===== config.mk =====
export PLATFORM = sky130hd
export DESIGN_NAME = ssc_div_cell
export DESIGN_NICKNAME = d
export VERILOG_FILES = /design/src/rtl/ssc_pkg.sv /design/src/rtl/ssc_div_cell.sv
export SDC_FILE = /design/constraint.sdc
export NUM_CORES = 1
export LEC_CHECK = 0
export BUFFER_PORTS_ARGS = -buffer_cell sky130_fd_sc_hd__buf_2
export CAP_MARGIN = 20
export CORE_AREA = 2 2 375 377
export CTS_CLUSTER_SIZE = 30
export DETAILED_ROUTE_END_ITERATION = 8
export DIE_AREA = 0 0 377 379
export HOLD_SLACK_MARGIN = 0.1
export MAX_ROUTING_LAYER = met4
export PLACE_DENSITY = 0.44
export RECOVER_POWER = 50
export SLEW_MARGIN = 20
export SYNTH_ARGS = -nofsm -noshare
export SYNTH_HDL_FRONTEND = slang
export SYNTH_SLANG_ARGS = --single-unit
export TNS_END_PERCENT = 1

===== constraint.sdc =====
create_clock -name aclk -period 18.73 [get_ports aclk]
set_input_delay 3.746 -clock aclk [delete_from_list [all_inputs] [get_ports aclk]]
set_output_delay 3.746 -clock aclk [all_outputs]
set_load 0.005 [all_outputs]

===== src/rtl/ssc_pkg.sv =====
// Shared types and constants for the sphere-sphere contact pipeline.
// Used by the contact top level and its square-root and divider cells; depends on nothing else.
`default_nettype none
package ssc_pkg;

    // Number of root bits resolved by the square-root chain (one per cell).
    localparam int unsigned SQRT_STEPS = 31;
    // Number of quotient bits resolved by the normal divider chain.
    localparam int unsigned DIV_STEPS  = 17;
    // Working widths of the square-root and divider partial remainders.
    localparam int unsigned SQRT_W     = 64;
    localparam int unsigned DREM_W     = 48;

    // 1.0 with 16 fraction bits (signed Q1.16) at the normal's width.
    localparam logic [17:0] ONE_Q16 = 18'd65536;

    // Saturation limits of a contact coordinate after the final shift.
    localparam logic signed [34:0] CONTACT_MAX = 35'sd2147483647;
    localparam logic signed [34:0] CONTACT_MIN = -35'sd2147483648;

    // Per-word context that travels alongside the arithmetic down the pipe.
    typedef struct packed {
        logic             same;   // centres coincide
        logic             far;    // some axis is further apart than the radius sum
        logic             hit;    // spheres touch or overlap
        logic [2:0]       neg;    // sign of B - A per axis
        logic [2:0][30:0] mag;    // |B - A| per axis (valid when not far)
        logic [30:0]      rab;    // radius sum
        logic [2:0][32:0] asum;   // A + B per axis, signed
        logic [30:0]      rdiff;  // radius A - radius B, signed
        logic [30:0]      cdist;  // floor of the centre distance
    } ctx_t;

    typedef logic [2:0][DREM_W-1:0] div_rem_t;
    typedef logic [2:0][16:0]       quot_t;

endpackage
`default_nettype wire


===== src/rtl/ssc_div_cell.sv =====
// One cell of the normal divider chain: one quotient bit for all three axes.
// Depends on ssc_pkg for the context, remainder and quotient types.
`default_nettype none
module ssc_div_cell #(
    parameter int unsigned QBIT = 16
) (
    input  wire logic              aclk,
    input  wire logic              aresetn,
    input  wire logic              in_valid,
    output logic                   in_ready,
    input  wire ssc_pkg::ctx_t     in_ctx,
    input  wire ssc_pkg::div_rem_t in_rem,
    input  wire ssc_pkg::quot_t    in_quot,
    output logic                   out_valid,
    input  wire logic              out_ready,
    output ssc_pkg::ctx_t          out_ctx,
    output ssc_pkg::div_rem_t      out_rem,
    output ssc_pkg::quot_t         out_quot
);

    logic                            valid_reg;
    ssc_pkg::ctx_t                   ctx_reg;
    ssc_pkg::div_rem_t               rem_reg, rem_next;
    ssc_pkg::quot_t                  quot_reg, quot_next;
    logic [ssc_pkg::DREM_W-1:0]      dsh;

    // Compare each remainder against the divisor shifted to this bit.
    always_comb begin
        dsh       = ssc_pkg::DREM_W'(in_ctx.cdist) << QBIT;
        rem_next  = in_rem;
        quot_next = in_quot;
        for (int i = 0; i < 3; i++) begin
            if (in_rem[i] >= dsh) begin
                rem_next[i]        = in_rem[i] - dsh;
                quot_next[i][QBIT] = 1'b1;
            end
        end
    end

    assign in_ready = ~valid_reg | out_ready;

    always_ff @(posedge aclk) begin
        if (!aresetn) begin
            valid_reg <= 1'b0;
        end else if (in_ready) begin
            valid_reg <= in_valid;
        end
    end

    always_ff @(posedge aclk) begin
        if (in_ready && in_valid) begin
            ctx_reg  <= in_ctx;
            rem_reg  <= rem_next;
            quot_reg <= quot_next;
        end
    end

    assign out_valid = valid_reg;
    assign out_ctx   = ctx_reg;
    assign out_rem   = rem_reg;
    assign out_quot  = quot_reg;

endmodule
`default_nettype wire


# Word level (Yosys, flattened, before mapping)
# Cells that the tools add are included.
# W data, S select, Z words.
[totals] word_cells=35 out_inout_bits=488 in_bits=490 reg_bits=487
[op_classes] mux=3 reduce_logical=1 n_addsub=3 n_bitwise=2 magnitude_cmp=3
[op_table] operator="$ge A48 B47 Y1" n=3
[op_table] operator="$mux W48" n=3
[op_table] operator="$sub A48 B47 Y48" n=3
[op_table] operator="$logic_and A1 B1 Y1" n=1
[op_table] operator="$not A1 Y1" n=1
[op_table] operator="$or A1 B1 Y1" n=1

# Longest topological paths before layout
# Gate-level depths: netlist (run 1).
[depth] depth_word=3 mapped_depth=13 mapped_depth_nobuf=11

# Worst setup path after synthesis (run 1)
# Ideal clock, no wire load.
[synth_timing] path_kind="input to register" from="input port out_ready" to="register ctx_reg (netlist bit out_ctx[0]), enable pin" path_stages=2 slack_ns=2.932 n_path_buf=0 required_ns=17.816 t_arrival_ns=14.883 setup_ns=0.914 path_cell_list="nand2b_1 -> and2_1"
[synth_via] elab_chain_cells=2
[synth_lines] item="from (decl)" line="ssc_div_cell.sv:15" text="input wire logic out_ready,"
[synth_lines] item="$or A1 B1 Y1" line="ssc_div_cell.sv:40" text="assign in_ready = ~valid_reg | out_ready;"
[synth_lines] item="$logic_and A1 B1 Y1" line="ssc_div_cell.sv:51" text="if (in_ready && in_valid) begin"
[synth_lines] item="to (signal assigned)" line="ssc_div_cell.sv:52" text="ctx_reg <= in_ctx;"
[synth_lines] item="to (decl)" line="ssc_div_cell.sv:22" text="ssc_pkg::ctx_t ctx_reg;"
# Every way passes these cells.
# A chain may end at the register's enable or synchronous reset.

# Worst setup path after layout (run 1)
[layout_timing] from="input port out_ready" to="register ctx_reg (netlist bit out_ctx[75]), enable pin"
# The elaborated chain is that of the path after synthesis.

==> flow_summary_export.csv, run 1 <==
group,metric,value,unit
worst_setup_path,path_depth,6,
hold_path,min-delay-start,"out_valid",
outcome,status,"finished, violations left",
global_route,grt_pass1_wl,170800,µm
place,numPortBuffers,977,
route,drt-initial-drc-count,1282,
yosys,syn-cell-area,0.02114,mm²
clocking,cts_tree,"yes",
hold_path,hold_class,"reg -> reg",
route,final_antenna_net_count,0,
worst_setup_path,worst-path-max-fanout,58,
layout,syn_to_final_growth,42.08,%
layout,final_util,0.2163,
timing,finalWorstSetupSlack,8.979,ns
timing,setup_viol,0,
timing,worst_clock_skew,0.03589,ns
route,wl,137100,µm
yosys,async_flop_share,0,
clocking,cts.sinks,487,
worst_setup_path,endpoint_kind,"flip-flop",
worst_setup_path,r2r-start,"out_valid",
timing,finalWorstPathRequiredPeriod,9.751,ns
clocking,clkTransAtPathRegs,0.06,ns
timing,hold_ws,0.5431,ns
worst_setup_path,critPathMaxStageDelay,2.45,ns
yosys,yosysWarningCount,0,
outcome,violations,"capacitance limit, slew limit",
power,power_density,104.3,mW/mm²
global_route,track_usage,0.1887,
yosys,synth_cell_types,72,
clocking,cts_resized,0,
die,fp.dieW,377,µm
place,gp_congestion,0.9196,
layout,final_common_cell,"buf_2",
worst_setup_path,rr_worst_depth,5,
place,dp_slack,10.84,ns
timing,fin_tns_setup,0,ns
route,dr.pass1.iters,6,
global_route,grt_overflow,0,
place,hpwlAfterDp,116800,µm
global_route,grt_start_max_net_pins,86,
global_route,grt_antenna_before_repair,104,
flow_run,cap_violations,4,
worst_setup_path,critPathKind,"in -> reg",
layout,multi_input_area,0.006130,mm²
yosys,ys_ff_latch,487,
place,placedInstanceArea,0.02819,mm²
yosys,yosys-top-cells-area,"edfxtp_1 69%, ha_1 5.5%, a21oi_1 2.6%",
die,rows,137,
layout,drive_gt1_frac,0.3115,
worst_setup_path,path_cells,"buf_2, nand2b_1, and2_0, clkbuf_1, buf_4, buf_4",
worst_setup_path,required,19.01,ns
yosys,avgSynthCellArea,14.15,µm²
die,dieArea,0.1429,mm²
yosys,synth_largest_area_cell,"edfxtp_1",
layout,fillers,15220,
die,start_util,0.1522,
die,core_area,0.1388,mm²
timing,tightestPinTransition,3.343,ns
die,die_h,379,µm
yosys,synth_ff_type,"edfxtp_1",
power,leakage,0.01169,µW
worst_setup_path,crit_family,"buffers and inverters",
yosys,synth_top_area_share,0.6904,
timing,slew_viol_final,182,
yosys,synth_edf_count,486,
yosys,synth_seq_area_share,0.6913,
route,via_per_inst,4.039,
timing,hold_viol,0,
worst_setup_path,crit_arrival,10.03,ns
route,route.vias.total,17720,
yosys,postSynthCellCount,1494,
clocking,htree_levels,3,
die,num_io_pins,978,
worst_setup_path,startpoint_type,"input port",
layout,nets,3087,
clocking,post_cts_buffers,0,
worst_setup_path,timing.rr.end,"out_ctx[75]",
timing,max-slew-margin-rel,-1.228,
clocking,cts_made_buffers,67,
timing,rsz0062_at_grt,"no",
power,ir_drop,0.06934,mV
timing,timing.fmax,102.6,MHz
timing,period_share,0.5206,
worst_setup_path,ff2ff_setup_slack,11.86,ns
worst_setup_path,cp_num_buf_inv,4,
worst_setup_path,critPathCapture,"out_ctx[75]",
clocking,clk_latency,0.67,ns
clocking,ctsHoldBuffers,0,
route,remaining_drc_errors,0,
route,wire_per_inst,31.24,µm
worst_setup_path,crit_start,"out_ready",
yosys,synth_nets,2080,
clocking,root_buffer,"clkbuf_16",
layout,design_area,0.03003,mm²
worst_setup_path,slowest_stage,"clkbuf_1",
worst_setup_path,cpMostUsedCell,"buf_4",
global_route,grt_pass1_vias,17170,
clocking,clock_path_buffers,3,
layout,regArea,0.01461,mm²
layout,mostFrequentLayoutCells,"665 x buf_2, 486 x edfxtp_1, 325 x clkbuf_1",
[where the power goes]
group | total, µW | switching (µW) | internal, µW
logic | 490 | 314 | 175
registers | 1340 | 35.0 | 1310
clock network | 1300 | 559 | 743
total | 3130 | 908 | 2220
[worst min-delay path by stage]
stage               slack [ns]        end  cells after the start
CTS                       0.55  out_valid                      2
global placement          0.54  out_valid                      2
detailed placement        0.54  out_valid                      2
global route              0.59  out_valid                      2
finish                    0.54  out_valid                      2
floorplan                 0.54  out_valid                      2
[worst register-to-register path: stages, from the launching register on]
cell and delay, ns:
dfxtp_1 0.31, nand2b_1 0.10, and2_0 1.79, clkbuf_1 2.45, buf_4 0.94, buf_4 0.84
[synthesized netlist by cell type (10+ instances only)]
cell	count
a211oi_1	11
a21o_1	51
a21oi_1	110
a31oi_1	10
and3_1	12
clkbuf_1	39
edfxtp_1	486
ha_1	93
inv_1	55
mux2_2	14
nand2_1	121
nand2b_1	13
nand3_1	19
nand4_1	22
nor2_1	66
nor2b_1	14
nor3_1	13
nor4_1	12
o21a_1	13
o21ai_0	83
o21ai_1	22
o21bai_1	11
o31ai_1	11
xnor2_1	42
xor2_1	34
[cells by family (layout without fill, tap and decap cells)]
family	count (synthesis)	after routing	share of synthesized area
other	0	32	0
multiplexers	18	18	0.009529
XOR/XNOR	76	76	0.03149
AND/OR/NAND/NOR	326	326	0.07434
AO/OA/AOI/OAI	385	385	0.1164
adder cells (fa/ha/maj)	96	96	0.05789
flip-flops	487	487	0.6913
buffers and inverters	106	1161	0.01906
[metrics by stage]
stage               cells  total power (µW)
floorplan            1494              1602
global placement     4239              1870
detailed placement   4239              1866
CTS                  4356              3200
global route         4385              3262
finish               4388              3133
[cell type report]
type	count	area share
sequential	487	0.4866
clock buffer	79	0.05803
inverter	55	0.006874
timing repair buffer	989	0.1526
clock inverter	38	0.01391
multi-input combinational	901	0.2041
antenna	32	0.002666
tap	1807	0.07528
[state kept, by name (all words and copies together) (netlist names)]
name	cells
out_ctx	291
out_rem	144
out_quot	51
out_valid	1
[per-layer routing]
layer,GRT usage,part of all wire
met4,0.05887,0.038
met1,0.1974,0.36
met5,-,0
met2,0.3217,0.50
met3,0.07906,0.10
No activity file was read; power rests on OpenSTA's default activity.
==> inputs of run 2 (changes only) <==
--- a/config.mk
+++ b/config.mk
@@ -7,10 +7,10 @@
 export LEC_CHECK = 0
 export BUFFER_PORTS_ARGS = -buffer_cell sky130_fd_sc_hd__buf_2
 export CAP_MARGIN = 20
-export CORE_AREA = 2 2 375 377
+export CORE_AREA = 2 2 381 383
 export CTS_CLUSTER_SIZE = 30
 export DETAILED_ROUTE_END_ITERATION = 8
-export DIE_AREA = 0 0 377 379
+export DIE_AREA = 0 0 383 385
 export HOLD_SLACK_MARGIN = 0.1
 export MAX_ROUTING_LAYER = met4
 export PLACE_DENSITY = 0.44
==> constraint.sdc (replaced) <==
create_clock -name aclk -period 8.09 [get_ports aclk]
set_input_delay 1.618 -clock aclk [delete_from_list [all_inputs] [get_ports aclk]]
set_output_delay 1.618 -clock aclk [all_outputs]
set_load 0.005 [all_outputs]
==> run 2 against run 1 <==
  * The flow still finishes with violations (capacitance limit, slew limit)
  * Cell area is 1.7% higher
  * Final cell count is 2.3% higher
  * Wire length is 0.87% higher
  * Largest power group is now clock
  * Worst hold slack better by 0.031 ns
  * Sequential power is 130% higher
  * Die area is 3.2% higher
  * Combinational power is 140% higher
==> flow_summary_export.csv, run 2 (synthesized netlist as in run 1, its figures left out) <==
group,metric,value,unit
clocking,root_buffer,"clkbuf_16",
layout,layout.cells.non_filler,4490,
timing,max-slew-margin-rel,-1.310,
worst_setup_path,endpoint_kind,"flip-flop",
power,leakage,0.01207,µW
layout,fillers,15680,
place,gp_congestion,0.9400,
clocking,cts_made_buffers,69,
worst_setup_path,slowest_stage,"and2_0",
global_route,grt_overflow,0,
timing,rsz0062_at_grt,"no",
place,dp_slack,2.718,ns
worst_setup_path,crit_arrival,5.94,ns
timing,hold_viol,0,
layout,final_common_cell,"buf_2",
timing,period_share,0.6977,
global_route,track_usage,0.1853,
route,drt-initial-drc-count,1221,
worst_setup_path,startpoint_type,"input port",
timing,timing.fmax,177.2,MHz
route,final_antenna_net_count,0,
layout,design_area,0.03053,mm²
layout,largest_reg_flops,291,
worst_setup_path,critPathKind,"in -> reg",
clocking,htree_levels,3,
timing,finalWorstSetupSlack,2.445,ns
hold_path,hold_class,"reg -> reg",
global_route,grt_antenna_before_repair,97,
power,power_density,246.5,mW/mm²
die,dieArea,0.1475,mm²
route,dr.pass1.iters,5,
worst_setup_path,crit_family,"simple AND/OR/NAND/NOR gates",
clocking,ctsHoldBuffers,0,
place,placedInstanceArea,0.02833,mm²
layout,syn_to_final_growth,44.45,%
route,route.vias.total,17870,
place,numPortBuffers,977,
timing,worst_clock_skew,0.03689,ns
worst_setup_path,critPathMaxStageDelay,2.50,ns
flow_run,cap_violations,1,
worst_setup_path,crit_start,"out_ready",
route,remaining_drc_errors,0,
timing,setup_viol,0,
global_route,grt_pass1_vias,17340,
place,place_inst,4332,
worst_setup_path,required,8.38,ns
clocking,cts_resized,0,
outcome,violations,"capacitance limit, slew limit",
route,wl,138300,µm
clocking,clkTransAtPathRegs,0.05,ns
hold_path,min-delay-start,"out_valid",
die,num_io_pins,978,
worst_setup_path,cp_num_buf_inv,3,
die,fp.dieW,383,µm
die,start_util,0.1477,
clocking,clock_path_buffers,3,
layout,mostFrequentLayoutCells,"760 x buf_2, 486 x edfxtp_1, 224 x clkbuf_1",
clocking,cts.sinks,487,
timing,finalWorstPathRequiredPeriod,5.645,ns
worst_setup_path,r2r-start,"out_valid",
global_route,grt_pass1_wl,173800,µm
route,wire_per_inst,30.80,µm
worst_setup_path,worst-path-max-fanout,59,
timing,fin_tns_setup,0,ns
worst_setup_path,path_cells,"buf_2, nand2b_1, and2_0, buf_4, buf_4",
power,ir_drop,0.1632,mV
die,die_h,385,µm
clocking,clk_latency,0.67,ns
clocking,cts_tree,"yes",
clocking,post_cts_buffers,0,
outcome,status,"finished, violations left",
layout,nets,3086,
die,rows,139,
die,core_area,0.1431,mm²
worst_setup_path,cpMostUsedCell,"buf_4",
place,hpwlAfterDp,117600,µm
layout,drive_gt1_frac,0.3540,
timing,tightestPinTransition,3.463,ns
route,via_per_inst,3.980,
global_route,grt_start_max_net_pins,149,
timing,slew_viol_final,36,
run 2: worst reg2reg max path: cells and delay by family (launching register included):
family                 cells  cell delay [ns]
AND/OR/NAND/NOR            2             2.61
buffers and inverters      2             1.58
flip-flops                 1             0.32
run 2: area by class of cell:
type	count	area [µm²]	share of cell area
clock inverters	47	619.3	0.02028
inverters	55	206.4	0.006761
repair buffers	986	4720	0.1546
diodes	33	82.58	0.002704
multi-input cells	901	6131	0.2008
flip-flops and latches	487	14610	0.4786
clock buffers	78	1780	0.05831
well taps	1903	2381	0.07798
run 2: metrics by stage:
| stage | hold WS [ns] | total power [µW] | util |
|---|---|---|---|
| after detailed placement | 0.5692 | 4340 | 0.1979 |
| after floorplan | 0.5462 | 3656 | - |
| after global placement | 0.5476 | 4350 | 0.1979 |
| final | 0.5739 | 7528 | 0.2133 |
| after global routing | 0.6064 | 7848 | 0.2133 |
| after CTS | 0.5758 | 7708 | 0.2147 |
run 2: per-layer routing:
layer  vias up  GRT usage  part of all wire
met5         -          -                 0
met4         0    0.05993             0.039
met3       247    0.07337             0.093
met2       959     0.3236              0.51
met1      8849     0.1893              0.36
li1       7813          -                 -
run 2: final timing paths:
path                        to  slack, ns  cells after the start
hold reg to reg      out_valid       0.57                      2
hold / removal       out_valid       0.57                      2
setup reg to reg  out_ctx[178]       3.16                      4
setup / recovery  out_ctx[178]       2.45                      5
run 2: report_power, final:
group          total, µW  switching (µW)  internal (µW)
registers           3090            70.4           3020
clock network       3270            1330           1930
logic               1170             751            418
==> inputs of run 3 (changes only) <==
==> constraint.sdc (replaced) <==
create_clock -name aclk -period 4.6 [get_ports aclk]
set_input_delay 0.92 -clock aclk [delete_from_list [all_inputs] [get_ports aclk]]
set_output_delay 0.92 -clock aclk [all_outputs]
set_load 0.005 [all_outputs]
==> run 3 against run 2 <==
  * The flow still finishes with violations (capacitance limit, slew limit)
  * Clock power rose by 56%
  * Via count fell by 0.22%
  * Wire length is 5.8% lower
  * Cell area is 0.16% higher
  * Sequential power up 76%
  * Final cell count rose by 0.94%
  * Non-clock buffer count increased by 33
  * First-iteration DRC count up 1.1%
  * Register-to-register slack worse by 1.9 ns
  * Largest power group is now sequential cells
  * Critical path depth grew 6
  * Die area unchanged
  * Worst setup slack got worse by 1.8 ns
==> flow_summary_export.csv, run 3 (synthesized netlist as in run 1, its figures left out) <==
group,metric,value,unit
outcome,status,"finished, violations left",
outcome,violations,"capacitance limit, slew limit",
route,drt-initial-drc-count,1235,
power,switchingPower,3585,µW
timing,period_share,0.8648,
power,ir_drop,0.2907,mV
clocking,cts_tree,"yes",
route,dr.pass1.iters,5,
clocking,clk_latency,0.65,ns
clocking,cts_resized,0,
power,power_density,412.6,mW/mm²
layout,largest_reg_flops,291,
power,swShare,0.2841,
worst_setup_path,endpoint_kind,"flip-flop",
power,cell_internal_pwr,9033,µW
route,wire_per_inst,28.76,µm
global_route,grt_antenna_before_repair,89,
die,core_area,0.1431,mm²
worst_setup_path,worst-path-max-fanout,32,
global_route,grt_overflow,0,
timing,finalWorstSetupSlack,0.6221,ns
global_route,track_usage,0.1738,
timing,rsz0062_at_grt,"no",
clocking,cts.sinks,487,
layout,mostFrequentLayoutCells,"871 x buf_2, 486 x edfxtp_1, 125 x clkbuf_1",
timing,setup_viol,0,
clocking,root_buffer,"clkbuf_16",
global_route,grt_pass1_vias,17500,
die,start_util,0.1477,
die,die_h,385,µm
hold_path,hold_class,"in -> reg",
timing,hold_ws,0.4384,ns
timing,max-slew-margin-rel,-0.6231,
clocking,cts_made_buffers,66,
route,route.vias.total,17830,
layout,final_util,0.2137,
clocking,ctsHoldBuffers,0,
route,via_per_inst,3.934,
layout,regArea,0.01461,mm²
place,gp_congestion,0.9415,
layout,final_common_cell,"buf_2",
clocking,post_cts_buffers,0,
clocking,clock_path_buffers,3,
layout,multi_input_area,0.006127,mm²
route,remaining_drc_errors,0,
layout,fillers,15700,
worst_setup_path,required,4.99,ns
place,place_inst,4365,
place,placedInstanceArea,0.02862,mm²
die,dieArea,0.1475,mm²
power,leakage,0.01235,µW
timing,worst_clock_skew,0.03050,ns
timing,finalWorstPathRequiredPeriod,3.978,ns
layout,design_area,0.03058,mm²
worst_setup_path,critPathKind,"in -> reg",
clocking,clkTransAtPathRegs,0.06,ns
die,num_io_pins,978,
global_route,grt_start_max_net_pins,97,
die,rows,139,
timing,hold_viol,0,
flow_run,cap_violations,4,
timing,timing.fmax,251.4,MHz
power,pwr-share-seq,0.431,
die,fp.dieW,383,µm
worst_setup_path,crit_arrival,4.36,ns
route,wl,130300,µm
clocking,htree_levels,3,
power,combPwrFrac,0.165,
place,dp_slack,0.2206,ns
layout,drive_gt1_frac,0.3987,
timing,slew_viol_final,333,
route,final_antenna_net_count,0,
global_route,grt_pass1_wl,165100,µm
layout,layout.cells.non_filler,4532,
layout,syn_to_final_growth,44.68,%
place,numPortBuffers,977,
power,pwr-share-clk,0.404,
worst_setup_path,startpoint_type,"input port",
place,hpwlAfterDp,110800,µm
timing,tightestPinTransition,2.435,ns
layout,nets,3116,
run 3: metrics by stage:
step	total power (µW)	setup TNS [ns]
finish	12620	0
global placement	7654	0
global route	13140	0
detailed placement	7636	0
floorplan	6432	-122.92
CTS	12860	0
run 3: area by class of cell:
cell class              count  share of cell area
diodes                     48            0.003927
clock buffers              76             0.05523
clock inverters            43             0.01285
inverters                  55            0.006750
multi-input cells         901              0.2003
flip-flops and latches    487              0.4778
well taps                1903             0.07785
repair buffers           1019              0.1652
run 3: path summary, 6_finish.rpt:
path / slack, ns / start / to / cells after the start
max: 0.62 / in_ctx[0] / out_rem[73] / 11
min: 0.44 / in_ctx[175] / out_ctx[175] / 1
max reg2reg: 1.26 / out_valid / out_quot[18] / 3
min reg2reg: 0.54 / out_valid / out_valid / 2
run 3: per-layer routing:
metal  up-vias  GRT usage  wire, µm
met5         -          -         0
met4         0    0.06824      5424
met3       207    0.06465     12830
met2       953     0.2986     64970
met1      8772     0.1796     47110
li1       7896          -         -
run 3: power groups by stage:
| stage | combinational (µW) | clock [µW] | sequential, µW |
|---|---|---|---|
| after floorplan | 879 | 0 | 5550 |
| after global placement | 2130 | 0 | 5520 |
| after detailed placement | 2120 | 0 | 5520 |
| after CTS | 2140 | 5280 | 5440 |
| after global routing | 2250 | 5430 | 5470 |
| final | 2080 | 5100 | 5440 |
run 3: worst max-delay path, cell delays in order:
cell      delay [ns]
clkbuf_1        0.61
ha_1            0.32
fa_1            0.24
nand2b_1        0.14
a21oi_1         0.10
o31a_1          0.34
a221o_1         0.36
a31oi_1         0.26
a21o_2          0.56
buf_4           0.36
o21ai_1         0.12
