<file path="config.mk">
export PLATFORM = sky130hd
export DESIGN_NAME = ssc_sqrt_cell
export DESIGN_NICKNAME = d
export VERILOG_FILES = /design/src/rtl/ssc_pkg.sv /design/src/rtl/ssc_sqrt_cell.sv
export SDC_FILE = /design/constraint.sdc
export NUM_CORES = 1
export LEC_CHECK = 0
export BUFFER_PORTS_ARGS = -buffer_cell sky130_fd_sc_hd__buf_2
export CAP_MARGIN = 10
export CORE_AREA = 2 2 329 331
export CTS_CLUSTER_DIAMETER = 50
export DETAILED_ROUTE_END_ITERATION = 6
export DIE_AREA = 0 0 331 333
export HOLD_SLACK_MARGIN = 0.05
export PLACE_DENSITY = 0.44
export SYNTH_ARGS = -nofsm -noshare
export SYNTH_HDL_FRONTEND = slang
export SYNTH_SLANG_ARGS = --single-unit
</file>
<file path="constraint.sdc">
create_clock -name aclk -period 27.3 [get_ports aclk]
set_clock_uncertainty 0.05 [all_clocks]
set_input_delay 2.73 -clock aclk [delete_from_list [all_inputs] [get_ports aclk]]
set_output_delay 2.73 -clock aclk [all_outputs]
set_load 0.005 [all_outputs]
</file>
<file path="src/rtl/ssc_pkg.sv">
// Shared types and constants for the sphere-sphere contact pipeline.
// Used by the contact top level and its square-root and divider cells; depends on nothing else.
`default_nettype none
package ssc_pkg;

    // Number of root bits resolved by the square-root chain (one per cell).
    localparam int unsigned SQRT_STEPS = 31;
    // Number of quotient bits resolved by the normal divider chain.
    localparam int unsigned DIV_STEPS  = 17;
    // Working widths of the square-root and divider partial remainders.
    localparam int unsigned SQRT_W     = 64;
    localparam int unsigned DREM_W     = 48;

    // 1.0 with 16 fraction bits (signed Q1.16) at the normal's width.
    localparam logic [17:0] ONE_Q16 = 18'd65536;

    // Saturation limits of a contact coordinate after the final shift.
    localparam logic signed [34:0] CONTACT_MAX = 35'sd2147483647;
    localparam logic signed [34:0] CONTACT_MIN = -35'sd2147483648;

    // Per-word context that travels alongside the arithmetic down the pipe.
    typedef struct packed {
        logic             same;   // centres coincide
        logic             far;    // some axis is further apart than the radius sum
        logic             hit;    // spheres touch or overlap
        logic [2:0]       neg;    // sign of B - A per axis
        logic [2:0][30:0] mag;    // |B - A| per axis (valid when not far)
        logic [30:0]      rab;    // radius sum
        logic [2:0][32:0] asum;   // A + B per axis, signed
        logic [30:0]      rdiff;  // radius A - radius B, signed
        logic [30:0]      cdist;  // floor of the centre distance
    } ctx_t;

    typedef logic [2:0][DREM_W-1:0] div_rem_t;
    typedef logic [2:0][16:0]       quot_t;

endpackage
`default_nettype wire

</file>
<file path="src/rtl/ssc_sqrt_cell.sv">
// One cell of the square-root chain: resolves a single root bit per word.
// Depends on ssc_pkg for the context type and working width.
`default_nettype none
module ssc_sqrt_cell #(
    parameter int unsigned BIT_IDX = 30
) (
    input  wire logic                        aclk,
    input  wire logic                        aresetn,
    input  wire logic                        in_valid,
    output logic                             in_ready,
    input  wire ssc_pkg::ctx_t               in_ctx,
    input  wire logic [ssc_pkg::SQRT_W-1:0]  in_rem,
    input  wire logic [ssc_pkg::SQRT_W-1:0]  in_root,
    output logic                             out_valid,
    input  wire logic                        out_ready,
    output ssc_pkg::ctx_t                    out_ctx,
    output logic [ssc_pkg::SQRT_W-1:0]       out_rem,
    output logic [ssc_pkg::SQRT_W-1:0]       out_root
);

    localparam logic [ssc_pkg::SQRT_W-1:0] BIT_VAL =
        ssc_pkg::SQRT_W'(1) << (2 * BIT_IDX);

    logic                        valid_reg;
    ssc_pkg::ctx_t               ctx_reg;
    logic [ssc_pkg::SQRT_W-1:0]  rem_reg, rem_next;
    logic [ssc_pkg::SQRT_W-1:0]  root_reg, root_next;
    logic [ssc_pkg::SQRT_W-1:0]  trial;

    // Trial subtraction of root plus the current bit.
    always_comb begin
        trial = in_root + BIT_VAL;
        if (in_rem >= trial) begin
            rem_next  = in_rem - trial;
            root_next = (in_root >> 1) + BIT_VAL;
        end else begin
            rem_next  = in_rem;
            root_next = in_root >> 1;
        end
    end

    assign in_ready = ~valid_reg | out_ready;

    // Stage register with its own valid so that bubbles close up.
    always_ff @(posedge aclk) begin
        if (!aresetn) begin
            valid_reg <= 1'b0;
        end else if (in_ready) begin
            valid_reg <= in_valid;
        end
    end

    always_ff @(posedge aclk) begin
        if (in_ready && in_valid) begin
            ctx_reg  <= in_ctx;
            rem_reg  <= rem_next;
            root_reg <= root_next;
        end
    end

    assign out_valid = valid_reg;
    assign out_ctx   = ctx_reg;
    assign out_rem   = rem_reg;
    assign out_root  = root_reg;

endmodule
`default_nettype wire

</file>
# After elaboration in Yosys (flattened, before gate mapping)
# Cells that the tools add are included.
[classes]
n_addsub = 3
order_cmp = 1
mux = 2
n_bitwise = 2
n_reduce_logical = 1
[op_table]
columns = ["cell", "count"]
rows = [
  ["adder 63 x 61 -> 64 bit, second input constant", 1],
  ["adder 64 x 61 -> 64 bit, second input constant", 1],
  ["greater-or-equal comparator 64 bit", 1],
  ["two-way mux 64 bit", 1],
  ["subtractor 64 bit", 1],
  ["two-way mux 63 bit", 1],
  ["logical AND 1 bit", 1],
  ["inverter 1 bit", 1],
  ["OR 1 bit", 1],
]
[totals]
regBits = 420
input_bits = 423
output_inout_bits = 421
word_cells = 26

# Logic depth before layout (Yosys ltp)
# Gate-level depths: netlist of the first run.
[depth]
depth_word = 3
ltp_mapped = 15
ltp_nobuf = 12

# Worst setup path after synthesis of the first run
# Ideal clock, no wire load.
[synth_timing]
path_type = "input to register"
start = "input out_ready"
end = "register ctx_reg (netlist bit out_ctx[0]) (enable)"
setup_time_ps = 837
t_arrival_ps = 12363
t_required_ps = 26413
setup_slack_ps = 14049
stages = 2
n_path_buf = 0
path_cell_list = "nand2b_1 and2_1"
[synth_via]
elab_chain_len = 2
[synth_lines]
columns = ["element", "line", "source"]
rows = [
  ["from (decl)", "ssc_sqrt_cell.sv:15", "input wire logic out_ready,"],
  ["OR 1 bit", "ssc_sqrt_cell.sv:42", "assign in_ready = ~valid_reg | out_ready;"],
  ["logical AND 1 bit", "ssc_sqrt_cell.sv:54", "if (in_ready && in_valid) begin"],
  ["to (signal assigned)", "ssc_sqrt_cell.sv:55", "ctx_reg <= in_ctx;"],
  ["to (decl)", "ssc_sqrt_cell.sv:25", "ssc_pkg::ctx_t ctx_reg;"],
]
# No other way between the ends.
# A chain may end at the register's enable or synchronous reset.

# Worst setup path in the final report of the first run
[layout_timing]
start = "input in_root[15] (netlist bit)"
end = "register rem_reg (netlist bit out_rem[54]), data pin"
[layout_via]
elab_chain_len = 3
elab_cells_between_ends = 4
classes_between = "add/sub: 2; order compare: 1; mux: 1"
[layout_lines]
columns = ["element", "line", "source"]
rows = [
  ["from (decl)", "ssc_sqrt_cell.sv:13", "input wire logic [ssc_pkg::SQRT_W-1:0] in_root,"],
  ["adder 64 x 61 -> 64 bit (*)", "ssc_sqrt_cell.sv:32", "trial = in_root + BIT_VAL;"],
  ["subtractor 64 bit or greater-or-equal comparator 64 bit (tied branches)", "ssc_sqrt_cell.sv:34, ssc_sqrt_cell.sv:33", ""],
  ["two-way mux 64 bit (*)", "ssc_sqrt_cell.sv:33", "if (in_rem >= trial) begin"],
  ["via rem_next (one bit)", "ssc_sqrt_cell.sv:26", "logic [ssc_pkg::SQRT_W-1:0] rem_reg, rem_next;"],
  ["to (signal assigned)", "ssc_sqrt_cell.sv:56", "rem_reg <= rem_next;"],
  ["to (decl)", "ssc_sqrt_cell.sv:26", ""],
]
# Mark *: on every way through the listed nets, which the timed path passes. The rest lies on a longest branch.

==> impl_metrics.env, run 1 <==
export IMPL_required_ns=27.63
export IMPL_dp_hpwl_mm=72.11
export IMPL_fin_nets=2626
export IMPL_start_util=0.1653
export IMPL_post_cts_buffers=0
export IMPL_drt_iter0_drc=886
export IMPL_path_cells="buf_2 -> inv_1 -> ha_1 -> a21oi_1 -> o21ai_0 -> a221oi_1 -> o221ai_1 -> o21bai_1 -> a31oi_4 -> o21ai_4 -> buf_4 -> buf_4 -> nor3_1 -> a221o_1"
export IMPL_grtUsageTotal=0.1528
export IMPL_ys_flop_type="edfxtp_1"
export IMPL_place_congestion=0.8146
export IMPL_htreeDepth=3
export IMPL_finalSetupViolations=0
export IMPL_die_h_um=333
export IMPL_synth_compound_area_frac=0.1071
export IMPL_grt_pass1_wl_mm=116.1
export IMPL_maxCapViolations=0
export IMPL_num_rows=120
export IMPL_ys_seq_elements=420
export IMPL_synth_warnings=0
export IMPL_ir_worst_vdd_v=0.00004420
export IMPL_core_area_um2=106600
export IMPL_cp_startpoint="in_root[15]"
export IMPL_synth_cell_types=63
export IMPL_clock_fmax_mhz=156.8
export IMPL_cts_hold_buf=0
export IMPL_io_buffers=843
export IMPL_slowest_stage="buf_4"
export IMPL_yosys_area_top_type="edfxtp_1"
export IMPL_syn_instance_count=1234
export IMPL_area_growth_pct=49.17
export IMPL_post_route_drc_count=0
export IMPL_synth_xor_area_share=0.02684
export IMPL_muxShareOfSynthArea=0.001775
export IMPL_instances_no_fill=3617
export IMPL_yosysTopAreaCellShare=0.7142
export IMPL_synth_area_um2=17620
export IMPL_p_leak_nw=11.14
export IMPL_endpoint_kind="register"
export IMPL_worst_path_largest_cell_delay_ns=0.69
export IMPL_hp_start="out_valid"
export IMPL_tightest_slew_ns=1.084
export IMPL_netlist_top_cells_count="419 x edfxtp_1, 115 x nand2_1, 88 x inv_1"
export IMPL_outcome="complete, no violations"
export IMPL_clkSinkCount=420
export IMPL_dp_cells=3456
export IMPL_final_max_slew_viol_count=0
export IMPL_yosys_area_share_simple=0.07343
export IMPL_finalCritPeriodShare=0.2336
export IMPL_num_fill_cells=11460
export IMPL_path_class="input pin to register"
export IMPL_vias_per_cell=3.960
export IMPL_fin_crit_ns=6.377
export IMPL_first_global_vias=14460
export IMPL_dr_pass1_iters=6
export IMPL_cts_tree="done"
export IMPL_hp_class="register to register"
export IMPL_synthesis_area_per_instance_um2=14.28
export IMPL_clk_pin_slew_ns=0.05
export IMPL_finalHoldViolCount=0
export IMPL_grt_max_degree=142
export IMPL_powerDensity_nw_per_um2=78.26
export IMPL_die_area_um2=110200
export IMPL_crit_arrival_ns=6.71
export IMPL_rsz0062_at_grt="false"
export IMPL_cpMostUsedCell="buf_4"
export IMPL_synth_top_family_by_area="compound AO/OA/AOI/OAI gates"
export IMPL_cts_root_buf="clkbuf_16"
export IMPL_startpoint_type="input pin"
export IMPL_synth_area_top_cells="edfxtp_1 71%, ha_1 4.7%, nand2_1 2.5%"
export IMPL_seq_area_frac_synth=0.7153
export IMPL_ioPinCount=844
export IMPL_cts_repair_resized=0
export IMPL_crit_fanout=74
export IMPL_antenna_found_initial=56
export IMPL_critPathBufInv=4
export IMPL_routed_wl_mm=88.14
export IMPL_ys_async_sr_fraction=0
export IMPL_layout_drive_gt1_share=0.4544
export IMPL_path_delay_family="compound AO/OA/AOI/OAI gates"
export IMPL_fp_dieW_um=331
export IMPL_syn_num_nets=1724
export IMPL_clk_latency_ns=0.64
export IMPL_timing_rr_start="out_valid"
export IMPL_synthMostInstantiatedCell="edfxtp_1"
export IMPL_numCtsBuffers=81
export IMPL_synth_adder_area_share=0.04801
export IMPL_vias=14320
export IMPL_tns_ns=0
export IMPL_slew_headroom=0.2775
export IMPL_clockBufferDepth=3
export IMPL_routedWlPerCell_um=24.37
export IMPL_grt_overflow=0
export IMPL_postRouteAntennaNets=0
export IMPL_synth_enable_flop_cells=419
per-stage QoR:
stage                     hold slack [ns]  cell area [µm²]  setup slack [ns]  power [mW]    util
final                              0.5315            26280             20.92       2.057  0.2465
after global routing               0.5763            26260             20.57       2.146  0.2463
after CTS                          0.5442            26250             20.95       2.097  0.2463
after detailed placement           0.5261            23520             20.25       1.064  0.2206
after global placement             0.5393            23520             20.30       1.064  0.2206
after floorplan                    0.4866            17620             14.05      0.9318       -
worst reg2reg max path, stage by stage, from the launching register on:
cell and delay, ns:
dfxtp_1 0.32, nand2b_1 0.11, and2_4 0.50, buf_4 0.85, buf_4 0.86
power by group:
group	internal, mW	total [mW]	switching (mW)
Clock	0.616	1.01	0.393
Combinational	0.0997	0.264	0.164
Sequential	0.770	0.784	0.0138
Total	1.49	2.06	0.571
kinds of logic after synthesis:
group,after synthesis
XOR/XNOR,54
multiplexers,3
adder cells (fa/ha/maj),67
AO/OA/AOI/OAI,299
buffers and inverters,120
AND/OR/NAND/NOR,271
flip-flops,420
path summary, 6_finish.rpt:
kind | end | slack [ns] | cells past startpoint
hold / removal | out_valid | 0.53 | 2
setup reg to reg | out_root[52] | 24.17 | 4
hold reg to reg | out_valid | 0.53 | 2
setup / recovery | out_rem[54] | 20.92 | 14
state kept, by name (all words and copies together), names as in the netlist:
signal,count
out_root,64
out_ctx,291
out_rem,64
out_valid,1
cell type report:
type / instances / area, µm² / share of cell area
antenna: 11 / 27.53 / 0.001047
clock buffer: 84 / 2038 / 0.07755
clock inverter: 66 / 695.7 / 0.02647
inverter: 88 / 330.3 / 0.01257
multi-input combinational: 694 / 4541 / 0.1728
sequential: 420 / 12600 / 0.4795
tap: 1403 / 1755 / 0.06679
timing repair buffer: 851 / 4292 / 0.1633
cell usage in the layout (no fill, tap or decap), types with 17 or more instances in the layout:
cell type / netlist / layout
clkbuf_16: 0 / 81
o21bai_1: 22 / 22
xor2_1: 25 / 25
inv_6: 0 / 17
inv_1: 88 / 88
nand2_1: 115 / 115
nand4_1: 22 / 22
ha_1: 66 / 66
a21o_1: 33 / 33
edfxtp_1: 419 / 419
xnor2_1: 29 / 29
a21oi_1: 84 / 84
o21ai_0: 77 / 77
buf_2: 10 / 843
nor2_1: 47 / 47
layer usage:
layer / GRT usage / wire length, µm
met3: 0.07270 / 9793
met4: 0.06508 / 3794
met5: 0 / 289
met1: 0.1607 / 31540
met2: 0.2592 / 42720
Power figures use the tool's default switching activity.
==> run 2: changes to the inputs <==
--- a/config.mk
+++ b/config.mk
@@ -12,7 +12,7 @@
 export DETAILED_ROUTE_END_ITERATION = 6
 export DIE_AREA = 0 0 331 333
 export HOLD_SLACK_MARGIN = 0.05
-export PLACE_DENSITY = 0.44
+export PLACE_DENSITY = 0.45
 export SYNTH_ARGS = -nofsm -noshare
 export SYNTH_HDL_FRONTEND = slang
 export SYNTH_SLANG_ARGS = --single-unit
==> constraint.sdc (replaced) <==
create_clock -name aclk -period 5.7 [get_ports aclk]
set_clock_uncertainty 0.05 [all_clocks]
set_input_delay 0.57 -clock aclk [delete_from_list [all_inputs] [get_ports aclk]]
set_output_delay 0.57 -clock aclk [all_outputs]
set_load 0.005 [all_outputs]
==> impl_metrics.env, run 2 (synthesis gave the netlist of run 1 again) <==
export IMPL_postRouteAntennaNets=0
export IMPL_finalSetupViolations=0
export IMPL_p_comb_frac=0.150
export IMPL_required_ns=6.02
export IMPL_maxCapViolations=0
export IMPL_hold_end="out_root[21]"
export IMPL_routed_wl_mm=91.48
export IMPL_mostFrequentLayoutCells="843 x buf_2, 419 x edfxtp_1, 324 x dlygate4sd3_1"
export IMPL_reg2reg_to="out_ctx[134]"
export IMPL_die_area_um2=110200
export IMPL_tightest_slew_ns=0.9434
export IMPL_clockBufferDepth=3
export IMPL_p_switching_mw=2.699
export IMPL_numCtsBuffers=76
export IMPL_clk_latency_ns=0.61
export IMPL_fp_dieW_um=331
export IMPL_r2r_cells=3
export IMPL_first_global_vias=15510
export IMPL_instances_no_fill=3942
export IMPL_swShare=0.2730
export IMPL_fin_nets=2948
export IMPL_startpoint_type="input pin"
export IMPL_num_fill_cells=11150
export IMPL_grtUsageTotal=0.1583
export IMPL_layout_drive_gt1_share=0.3928
export IMPL_p_leak_nw=12.46
export IMPL_outcome="complete, no violations"
export IMPL_cts_tree="done"
export IMPL_vias_per_cell=3.921
export IMPL_r2r_slack_ns=3.46
export IMPL_clk_pin_slew_ns=0.05
export IMPL_crit_arrival_ns=4.54
export IMPL_path_cells="dlygate4sd3_1 -> buf_2 -> inv_1 -> ha_1 -> and2_1 -> a221oi_1 -> a2111oi_0 -> nor3_1 -> nor4_2 -> o21ai_1 -> o31a_1 -> o2111a_1 -> a211oi_1"
export IMPL_final_max_slew_viol_count=0
export IMPL_cts_repair_resized=0
export IMPL_hp_class="input pin to register"
export IMPL_final_common_cell="buf_2"
export IMPL_num_rows=120
export IMPL_powerDensity_nw_per_um2=335.4
export IMPL_tns_ns=0
export IMPL_timing_rr_start="out_valid"
export IMPL_crit_fanout=5
export IMPL_seqPwrFrac=0.380
export IMPL_grt_pass1_wl_mm=121.7
export IMPL_multi_input_area_um2=4541
export IMPL_fin_crit_ns=4.220
export IMPL_endpoint_kind="register"
export IMPL_grt_max_degree=142
export IMPL_finalHoldViolCount=0
export IMPL_routedWlPerCell_um=23.21
export IMPL_largest_reg_flops=291
export IMPL_path_class="input pin to register"
export IMPL_cts_root_buf="clkbuf_16"
export IMPL_slew_headroom=0.3710
export IMPL_die_h_um=333
export IMPL_start_util=0.1653
export IMPL_path_delay_family="compound AO/OA/AOI/OAI gates"
export IMPL_grt_overflow=0
export IMPL_rsz0062_at_grt="false"
export IMPL_vias=15460
export IMPL_hp_start="in_root[22]"
export IMPL_dr_pass1_iters=5
export IMPL_io_buffers=843
export IMPL_post_route_drc_count=0
export IMPL_regArea_um2=12600
export IMPL_clkSinkCount=420
export IMPL_antenna_found_initial=45
export IMPL_ioPinCount=844
export IMPL_p_int_mw=7.188
export IMPL_worst_path_largest_cell_delay_ns=0.71
export IMPL_area_growth_pct=67.33
export IMPL_place_congestion=0.8224
export IMPL_slowest_stage="nor3_1"
export IMPL_clockPowerShare=0.470
export IMPL_critPathBufInv=3
export IMPL_drt_iter0_drc=970
export IMPL_ir_worst_vdd_v=0.0001730
export IMPL_htreeDepth=3
export IMPL_dp_hpwl_mm=72.75
export IMPL_core_area_um2=106600
export IMPL_finalCritPeriodShare=0.7403
export IMPL_clock_fmax_mhz=237.0
export IMPL_whs_path_depth=1
export IMPL_dp_cells=3459
## run 2: cell count changes in the layout (fill, tap and decap cells not counted), sizes merged, moves of 3 or more
cell / change
dlygate4sd3: +324
diode: +10
inv: -5
clkinvlp: -4
buf: +3
clkinv: -3
## run 2: layer usage
layer / share of wire / global-route usage / vias to the layer above
li1: - / - / 7164
met1: 0.38 / 0.1793 / 7359
met2: 0.47 / 0.2631 / 732
met3: 0.097 / 0.05988 / 171
met4: 0.047 / 0.07063 / 30
met5: 0.0020 / 0 / -
## run 2: worst max path at each step
stage,slack (ns),to,startpoint,cells past startpoint
5_1_grt,1.39,out_rem[54],in_root[13],14
3_3_place_gp,1.46,out_rem[61],in_root[16],12
6_report,1.48,out_rem[61],in_root[3],13
3_5_place_dp,1.46,out_rem[61],in_root[20],12
2_1_floorplan,1.55,out_ctx[0],out_ready,2
4_1_cts,1.63,out_rem[61],in_root[3],13
## run 2: final cells by class
type                       count  area share
antenna                       21    0.001783
inverter                      88     0.01120
clock buffer                  82     0.06527
multi-input combinational    694      0.1540
timing repair buffer        1178      0.2580
tap                         1403     0.05954
sequential                   420      0.4275
clock inverter                56     0.02266
## run 2: power by group through the flow
stage	registers, mW	logic (mW)	clock network [mW]
4_1_cts	3.75	1.51	4.78
6_report	3.75	1.49	4.65
2_1_floorplan	3.85	0.561	0
5_1_grt	3.77	1.62	4.92
3_3_place_gp	3.81	1.31	0
3_5_place_dp	3.81	1.30	0
## run 2: per-stage QoR
stage | instance area [µm²] | util | worst slack, ns | hold WS [ns] | power, mW
2_1_floorplan | 17620 | - | 1.553 | 0.4962 | 4.407
3_3_place_gp | 23590 | 0.2213 | 1.462 | 0.4761 | 5.115
3_5_place_dp | 23590 | 0.2213 | 1.462 | 0.4879 | 5.111
4_1_cts | 29430 | 0.2761 | 1.631 | 0.05038 | 10.05
5_1_grt | 29470 | 0.2764 | 1.394 | 0.06952 | 10.31
6_report | 29480 | 0.2765 | 1.480 | 0.1115 | 9.887
## run 2: timing repair
| action | 4_1_cts | 5_1_grt |
|---|---|---|
| setup buffers | 0 | 0 |
| setup endpoints to repair | 0 | 0 |
| hold buffers | 324 | 0 |
| hold endpoints to repair | 324 | 0 |
## run 2: worst register-to-register path, stage by stage (launching register included)
cell and delay (ns):
dfxtp_1 0.31, nand2b_1 0.10, and2_4 0.54, buf_12 0.58
==> run 3: changes to the inputs <==
--- a/config.mk
+++ b/config.mk
@@ -12,7 +12,7 @@
 export DETAILED_ROUTE_END_ITERATION = 6
 export DIE_AREA = 0 0 331 333
 export HOLD_SLACK_MARGIN = 0.05
-export PLACE_DENSITY = 0.45
+export PLACE_DENSITY = 0.44
 export SYNTH_ARGS = -nofsm -noshare
 export SYNTH_HDL_FRONTEND = slang
 export SYNTH_SLANG_ARGS = --single-unit
==> constraint.sdc (replaced) <==
create_clock -name aclk -period 4.3 [get_ports aclk]
set_clock_uncertainty 0.05 [all_clocks]
set_input_delay 0.43 -clock aclk [delete_from_list [all_inputs] [get_ports aclk]]
set_output_delay 0.43 -clock aclk [all_outputs]
set_load 0.005 [all_outputs]
==> impl_metrics.env, run 3 (synthesis gave the netlist of run 1 again) <==
export IMPL_outcome="complete, no violations"
export IMPL_vias=15940
export IMPL_routed_wl_mm=91.75
export IMPL_clk_pin_slew_ns=0.05
export IMPL_drt_iter0_drc=925
export IMPL_drt_met1_wl_mm=35.87
export IMPL_clockBufferDepth=3
export IMPL_path_class="input pin to register"
export IMPL_clock_fmax_mhz=239.2
export IMPL_mostFrequentLayoutCells="843 x buf_2, 419 x edfxtp_1, 401 x dlygate4sd3_1"
export IMPL_whs_ns=0.1140
export IMPL_ir_worst_vdd_v=0.0002975
export IMPL_start_util=0.1653
export IMPL_final_common_cell="buf_2"
export IMPL_finalCritPeriodShare=0.9721
export IMPL_crit_fanout=5
export IMPL_place_congestion=0.8119
export IMPL_num_rows=120
export IMPL_die_area_um2=110200
export IMPL_final_max_slew_viol_count=0
export IMPL_fin_crit_ns=4.180
export IMPL_tns_ns=0
export IMPL_fin_nets=3039
export IMPL_instances_no_fill=4038
export IMPL_rsz0062_at_grt="false"
export IMPL_timing_rr_start="out_valid"
export IMPL_grt_overflow=0
export IMPL_clk_latency_ns=0.62
export IMPL_finalSetupViolations=0
export IMPL_antenna_found_initial=37
export IMPL_hp_start="in_rem[32]"
export IMPL_reg2reg_to="out_ctx[82]"
export IMPL_highest_layer="met5"
export IMPL_area_growth_pct=72.89
export IMPL_clkSinkCount=420
export IMPL_layout_drive_gt1_share=0.3861
export IMPL_postRouteAntennaNets=0
export IMPL_post_route_drc_count=0
export IMPL_hold_end="out_rem[32]"
export IMPL_largest_reg_flops=291
export IMPL_postLayoutCellArea_um2=30460
export IMPL_grt_max_degree=144
export IMPL_wl_met2_mm=44.80
export IMPL_powerDensity_nw_per_um2=439.1
export IMPL_die_h_um=333
export IMPL_cts_root_buf="clkbuf_16"
export IMPL_wl_met3_mm=7.997
export IMPL_required_ns=4.69
export IMPL_vias_per_cell=3.947
export IMPL_dp_hpwl_mm=72.41
export IMPL_endpoint_kind="register"
export IMPL_fp_dieW_um=331
export IMPL_whs_path_depth=3
export IMPL_cts_tree="done"
export IMPL_ioPinCount=844
export IMPL_core_area_um2=106600
export IMPL_startpoint_type="input pin"
export IMPL_placed_cell_area_um2=23680
export IMPL_cp_startpoint="in_root[4]"
export IMPL_crit_arrival_ns=4.57
export IMPL_first_global_vias=16090
export IMPL_dp_cells=3471
export IMPL_cts_repair_resized=0
export IMPL_io_buffers=843
export IMPL_grt_pass1_wl_mm=122.9
export IMPL_r2r_cells=3
export IMPL_tightest_slew_ns=1.042
export IMPL_routedWlPerCell_um=22.72
export IMPL_slew_headroom=0.3056
export IMPL_grtUsageTotal=0.1585
export IMPL_finalHoldViolCount=0
export IMPL_post_cts_buffers=0
export IMPL_num_fill_cells=11140
export IMPL_htreeDepth=3
export IMPL_numCtsBuffers=78
export IMPL_p_leak_nw=12.89
export IMPL_hp_class="input pin to register"
export IMPL_dr_pass1_iters=7
export IMPL_r2r_slack_ns=2.24
export IMPL_maxCapViolations=0
==> run 3: final cells by class <==
| type | count | area (µm²) | share of cell area |
|---|---|---|---|
| Antenna cell | 22 | 55.05 | 0.001807 |
| Clock buffer | 85 | 1999 | 0.06564 |
| Clock inverter | 59 | 709.4 | 0.02329 |
| Inverter | 88 | 330.3 | 0.01084 |
| Multi-Input combinational cell | 694 | 4541 | 0.1491 |
| Sequential cell | 420 | 12600 | 0.4137 |
| Tap cell | 1403 | 1755 | 0.05763 |
| Timing Repair Buffer | 1267 | 8468 | 0.2780 |
==> run 3: metrics by stage <==
stage / power (mW) / worst slack (ns) / util
final: 13.38 / 0.1201 / 0.2857
after global routing: 13.97 / 0.02240 / 0.2854
after CTS: 13.61 / 0.1810 / 0.2852
after detailed placement: 6.778 / 0.04008 / 0.2222
after global placement: 6.780 / 0.05392 / 0.2222
after floorplan: 5.842 / 0.2928 / -
==> run 3: worst max path at each step <==
| stage | to | slack [ns] | cells past startpoint |
|---|---|---|---|
| 2_1_floorplan | out_ctx[0] | 0.29 | 2 |
| 3_3_place_gp | out_rem[61] | 0.05 | 11 |
| 3_5_place_dp | out_rem[61] | 0.04 | 12 |
| 4_1_cts | out_rem[61] | 0.18 | 12 |
| 5_1_grt | out_rem[61] | 0.02 | 13 |
| 6_report | out_rem[61] | 0.12 | 13 |
==> run 3: metal layers <==
layer | vias up | global-route usage
met5 | - | 0
met2 | 695 | 0.2719
li1 | 7353 | -
met1 | 7727 | 0.1808
met3 | 139 | 0.05457
met4 | 26 | 0.05789
==> run 3: what timing repair did <==
item	in CTS	in global routing
setup endpoints to repair	0	0
hold buffers	401	0
hold endpoints to repair	400	0
==> run 3: power by group <==
part | switching, mW | internal (mW)
Combinational | 1.13 | 0.896
Clock | 2.47 | 3.90
Sequential | 0.0939 | 4.89
==> run 3: worst max-delay path, cell delays in order <==
cell and delay [ns]:
dlygate4sd3_1 0.54, buf_2 0.13, inv_1 0.05, ha_1 0.33
and2_1 0.19, a221oi_1 0.59, a2111oi_0 0.24, nor3_1 0.54
nor4_2 0.19, o21ai_1 0.55, o31a_1 0.36, o21ai_0 0.15
a211oi_1 0.27
